===== src/rtl/ersp_pkg.sv =====
`timescale 1ns / 1ps
package ersp_pkg;

	localparam int SQRT_STEPS = 32;
	localparam int DIV_STEPS = 32;

	localparam logic [60:0] PARALLEL_SQ_LIMIT = 61'd7205760;
	localparam logic signed [16:0] NO_EDGE_SCORE = -17'sd32768;
	localparam logic [31:0] DIST_SAT = 32'hFFFF_FFFF;
	localparam logic [23:0] LIMIT_RESET = 24'd9830;
	localparam logic signed [15:0] DIR_MAX = 16'sd16384;

	typedef struct packed {
		logic signed [31:0] centre_a_x;
		logic signed [31:0] centre_a_y;
		logic signed [31:0] centre_a_z;
		logic signed [15:0] dir_a_x;
		logic signed [15:0] dir_a_y;
		logic signed [15:0] dir_a_z;
		logic signed [31:0] centre_b_x;
		logic signed [31:0] centre_b_y;
		logic signed [31:0] centre_b_z;
		logic signed [15:0] dir_b_x;
		logic signed [15:0] dir_b_y;
		logic signed [15:0] dir_b_z;
	} in_item_t;

	typedef struct packed {
		logic signed [16:0] edge_score;
		logic [31:0] line_distance;
		logic used_parallel_path;
	} out_item_t;

	typedef struct packed {
		logic par;
		logic over;
		logic [63:0] dcm;
	} sq_side_t;

	typedef struct packed {
		logic par;
		logic flag;
		logic [31:0] line_dist;
	} dv_side_t;

	function automatic logic signed [15:0] clamp_dir(input logic signed [15:0] v);
		logic signed [15:0] r;
		r = v;
		if (v > DIR_MAX) begin
			r = DIR_MAX;
		end else if (v < -DIR_MAX) begin
			r = -DIR_MAX;
		end
		return r;
	endfunction

endpackage


===== src/rtl/ersp_sqrt.sv =====
`timescale 1ns / 1ps
module ersp_sqrt import ersp_pkg::*; (
	input logic clk,
	input logic arst_n,
	input logic en,
	input logic in_vld,
	input logic [63:0] in_x,
	input sq_side_t in_side,
	output logic out_vld,
	output logic [31:0] out_root,
	output sq_side_t out_side
);

	logic vld_s [SQRT_STEPS+1];
	logic [63:0] x_s [SQRT_STEPS+1];
	logic [31:0] root_s [SQRT_STEPS+1];
	logic [33:0] rem_s [SQRT_STEPS+1];
	sq_side_t side_s [SQRT_STEPS+1];

	assign vld_s[0] = in_vld;
	assign x_s[0] = in_x;
	assign root_s[0] = '0;
	assign rem_s[0] = '0;
	assign side_s[0] = in_side;

	for (genvar g = 0; g < SQRT_STEPS; g++) begin : g_step
		logic [35:0] r2;
		logic [35:0] trial;
		logic ge;

		always_comb begin
			r2 = {rem_s[g], x_s[g][63:62]};
			trial = {2'b00, root_s[g], 2'b01};
			ge = r2 >= trial;
		end

		always_ff @(posedge clk or negedge arst_n) begin
			if (!arst_n) begin
				vld_s[g+1] <= 1'b0;
			end else if (en) begin
				vld_s[g+1] <= vld_s[g];
			end
		end

		always_ff @(posedge clk) begin
			if (en) begin
				x_s[g+1] <= {x_s[g][61:0], 2'b00};
				rem_s[g+1] <= ge ? 34'(r2 - trial) : r2[33:0];
				root_s[g+1] <= {root_s[g][30:0], ge};
				side_s[g+1] <= side_s[g];
			end
		end
	end

	assign out_vld = vld_s[SQRT_STEPS];
	assign out_root = root_s[SQRT_STEPS];
	assign out_side = side_s[SQRT_STEPS];

endmodule


===== config.mk =====
export PLATFORM = sky130hd
export DESIGN_NAME = ersp_sqrt
export DESIGN_NICKNAME = d
export VERILOG_FILES = /design/src/rtl/ersp_pkg.sv /design/src/rtl/ersp_sqrt.sv
export SDC_FILE = /design/constraint.sdc
export NUM_CORES = 2
export LEC_CHECK = 0
export BUFFER_PORTS_ARGS = -buffer_cell sky130_fd_sc_hd__buf_2
export CORE_MARGIN = 3
export CORE_UTILIZATION = 55
export DETAILED_ROUTE_END_ITERATION = 16
export PLACE_DENSITY = 0.73
export SLEW_MARGIN = 20
export SYNTH_ARGS = -nofsm -noshare
export SYNTH_HDL_FRONTEND = slang
export SYNTH_SLANG_ARGS = --single-unit

===== constraint.sdc =====
create_clock -name clk -period 4.64 [get_ports clk]
set_input_delay 0.232 -clock clk [delete_from_list [all_inputs] [get_ports clk]]
set_output_delay 0.232 -clock clk [all_outputs]
set_load 0.01 [all_outputs]

==> metrics.md <==
| Metric | Value |
|---|---|
| Beginning of the worst hold path | `in_x[19]` |
| Simple-gate area share of the yosys netlist | `0.0624` |
| Post-detailed-route count of antenna-violating nets | `0` |
| Via count | `92200` |
| Number of DRC violations after detailed-routing iteration 0 | `7999` |
| Required time of the critical path | `5.32 ns` |
| Latest clock arrival within the worst-skew pair | `0.94 ns` |
| First-pass iteration count of the detailed router | `6` |
| Share of cell area taken by muxes after synthesis | `0.00659` |
| Cell type with the largest total area after synthesis | `sky130_fd_sc_hd__edfxtp_1` |
| Number of placed I/O pins | `233` |
| Post-synth design cell area | `0.182 mm²` |
| Maximum number of pins on one net before global-route repair | `161` |
| Synth top area cells | `sky130_fd_sc_hd__edfxtp_1, sky130_fd_sc_hd__ha_1, sky130_fd_sc_hd__xor2_1` |
| Sequential fraction of the synthesis area | `0.770` |
| Most frequent cell on the critical path | `sky130_fd_sc_hd__or4b_1` |
| Number of register bits inferred by synthesis | `4667` |
| Initial antenna violation count | `7` |
| Buffers on Ports | `232` |
| Number of synthesized flops with an enable pin | `4635` |
| Setup-violating endpoint count in the final report | `0` |
| Clock-pin slew on the worst setup and hold paths | `0.06 ns` |
| Worst VDD drop | `0.374 mV` |
| Total wire length | `326000 µm` |
| Reported leakage power | `76.2 nW` |
| Root buffer cell | `sky130_fd_sc_hd__clkbuf_16` |
| Worst min-delay path class | `input pin to flop` |
| Relative slew slack | `0.216` |
| Mean Syn Cell Area | `16.1 µm²` |
| Result of the run | `completed` |
| Combinational family with the most area after synthesis | `simple AND/OR/NAND/NOR gates` |
| Core region area | `0.328 mm²` |
| Launching point of the worst reg2reg path | `g_step[4].r2[14]` |
| Category of the critical setup timing path | `flop to flop` |
| Placed inst area | `0.189 mm²` |
| Part of the total power dissipated in sequential elements | `0.520` |
| Post-route DRC violation count | `0` |
| Final weighted congestion in routability-driven placement | `0.938` |
| Post-synthesis compound-gate area fraction | `0.0603` |
| Synth Area in Adders | `0.0387` |
| Fin. max-slew vios | `0` |
| Hold Vio Cnt, Final | `0` |
| Ys async rst share | `0.00686` |
| Highest cell delay on the worst timing path | `0.62 ns` |
| Slowest-stage cell, CP | `sky130_fd_sc_hd__or4_1` |
| Net count after synthesis | `12000` |
| TritonCTS clock tree | `yes` |
| Worst-margin pin slew | `1.18 ns` |
| Internal Dissipation | `78.0 mW` |
| Sum of overflow across all layers after global routing | `0` |
| Number of global-route vias before repair | `91800` |
| Final worst path period need | `4.07 ns` |
| Max Freq | `0.246 GHz` |
| Synthesis-to-finish area growth | `13.5%` |
| Num rows | `210` |
| Final period utilization | `0.876` |
| Dominant synthesized flop cell | `sky130_fd_sc_hd__edfxtp_1` |
| Flip-flop and latch area | `0.140 mm²` |
| Number of different library cells in the post-synthesis netlist | `86` |
| CP endpoint kind | `flop` |
| Layout Nets | `12800` |
| Worst hold slack | `0.0993 ns` |
| Setup Buffers After CTS | `0` |
| Area used by multi-input combinational logic | `0.0380 mm²` |
| Net switching power | `25.5 mW` |
| Die boundary width | `581 µm` |
| Gate count of the mapped netlist | `11300` |
| Worst clock skew | `0.0691 ns` |
| Total Negative Setup Slacks | `0 ns` |
| Post-placement worst setup slack | `0.601 ns` |
| Die height | `581 µm` |
| Pwr Density | `502 mW/mm²` |
| Setup crit start kind | `flop` |
| Max_cap viols | `0` |
| Share of total power in combinational logic | `0.131` |
| Via/cell ratio | `5.47` |
| Source of the critical timing path | `g_step[4].r2[14]` |
| CTS Sinks | `4667` |
| Sw Share | `0.246` |
| Overall global routing resource usage | `0.190` |
| Design Power | `104 mW` |
| Reg2Reg Setup Slack | `0.57 ns` |
| Yosys warnings | `0` |
| Initial core utilization | `0.554` |
| TritonCTS Buffers | `457` |
| Total of cells resized after clock tree synthesis | `0` |
| Max H-tree Level | `5` |
| Area share of the largest cell type after synthesis | `0.765` |
| Xor and xnor area share after synthesis | `0.0408` |
| Cell-by-cell trace of the critical path | `or4_1 > nor4_2 > nor4b_1 > or4b_1 > or4b_1 > buf_4 > nand2_2 > or2_2 > nor2_1 > nand2_1 > xnor2_1` |
| CP arrival | `4.74 ns` |
| Total non-filler cell area in the finished layout | `0.206 mm²` |
| RSZ-0062 raised after global routing | `false` |
| First-pass GRT wire length | `511000 µm` |
| Clk buf depth | `4` |
| Full die area | `0.338 mm²` |
| Filler Cells Inserted | `23100` |
| Crit path max fanout | `14` |
| Average wire per standard cell | `19.3 µm` |
| Share of total power in the clock network | `0.349` |
| Setup WS post-layout | `0.573 ns` |
| Share of layout cells above drive strength 1 | `0.0936` |
| DPL Wire Length | `217000 µm` |
metal layers:
metal	GRT usage	up-vias	share of wire
met5	0	-	0
met4	0.0654	0	0.035
met3	0.0283	598	0.047
met2	0.323	2348	0.49
met1	0.252	45200	0.42
li1	-	44100	-
synthesized netlist by cell type (115+ instances only):
library cell and instances:
sky130_fd_sc_hd__edfxtp_1 4635, sky130_fd_sc_hd__inv_1 725, sky130_fd_sc_hd__nand2_1 604, sky130_fd_sc_hd__a21oi_1 603, sky130_fd_sc_hd__nor2_1 564, sky130_fd_sc_hd__ha_1 562
sky130_fd_sc_hd__xor2_1 430, sky130_fd_sc_hd__xnor2_1 418, sky130_fd_sc_hd__o21ai_0 355, sky130_fd_sc_hd__a21o_1 267, sky130_fd_sc_hd__nor3_1 224, sky130_fd_sc_hd__clkbuf_1 156
sky130_fd_sc_hd__nand3_1 152, sky130_fd_sc_hd__nor4_1 115
final cells by class:
class	instances	area share
Clock buffer	567	0.0579
Multi-Input combinational cell	5622	0.184
Inverter	735	0.0134
Timing Repair Buffer	650	0.0263
Clock inverter	268	0.0136
Tap cell	4346	0.0263
Sequential cell	4667	0.678
Antenna cell	1	0.0000121
cell usage in the layout (no fill, tap or decap), types with 90 or more instances in the layout:
master,Yosys,final
sky130_fd_sc_hd__clkbuf_1,156,104
sky130_fd_sc_hd__clkbuf_16,0,461
sky130_fd_sc_hd__xor2_1,430,430
sky130_fd_sc_hd__o21ai_0,355,355
sky130_fd_sc_hd__edfxtp_1,4635,4635
sky130_fd_sc_hd__nor3_1,224,222
sky130_fd_sc_hd__buf_4,66,118
sky130_fd_sc_hd__nand2b_1,111,111
sky130_fd_sc_hd__nor2_1,564,563
sky130_fd_sc_hd__nand4_1,101,101
sky130_fd_sc_hd__a21o_1,267,266
sky130_fd_sc_hd__clkinv_1,0,90
sky130_fd_sc_hd__xnor2_1,418,418
sky130_fd_sc_hd__ha_1,562,562
sky130_fd_sc_hd__inv_1,725,725
sky130_fd_sc_hd__a21oi_1,603,601
sky130_fd_sc_hd__dlygate4sd3_1,0,263
sky130_fd_sc_hd__nor4_1,115,114
sky130_fd_sc_hd__nand3_1,152,152
sky130_fd_sc_hd__nand2_1,604,604
sky130_fd_sc_hd__o21ai_1,91,90
sky130_fd_sc_hd__buf_2,2,231
sky130_fd_sc_hd__or3_1,98,98
state kept, by name, summed over array words and instances (netlist names):
register	cells
g_step.r2	1065
g_step.trial	496
out_root	32
out_side	66
out_vld	1
side_s	2046
vld_s	31
x_s	930
metrics by stage:
step	utilization	std cells
detailed placement	0.576	15800
global route	0.629	16900
global placement	0.576	15800
CTS	0.629	16900
finish	0.629	16900
floorplan	-	11300
power groups by stage:
| stage | registers (mW) | logic (mW) | clock network, mW |
|---|---|---|---|
| after global routing | 54.2 | 15.1 | 38.9 |
| after detailed placement | 54.7 | 13.2 | 0 |
| after global placement | 54.6 | 12.9 | 0 |
| after floorplan | 53.5 | 9.50 | 0 |
| final | 53.8 | 13.6 | 36.1 |
| after CTS | 53.9 | 13.5 | 37.2 |
what timing repair did:
item / in CTS / in global routing
endpoints found under the hold margin: 230 / 0
hold buffers: 264 / 0
setup endpoints to repair: 0 / 0
final timing paths:
path                       depth (start not counted)                to
max in group asynchronous                          4          vld_s[1]
setup reg to reg                                  11  g_step[5].r2[27]
hold / removal                                     2         x_s[2005]
setup / recovery                                  11  g_step[5].r2[27]
hold reg to reg                                    0          x_s[827]
min in group asynchronous                          4         vld_s[17]
critical path: cells and delay by family (launching register included):
family / cells / cell delay (ns)
simple gates: 9 / 3.10
flops: 1 / 0.42
buf+inv: 1 / 0.22
xor+xnor: 1 / 0.07
cells by family after synthesis:
logic type      Yosys count
compound gates         1791
xor+xnor                848
fa+ha+maj               562
buf+inv                 972
flops                  4667
mux                     108
other cells               1
simple gates           2312
Power figures use the tool's default switching activity.
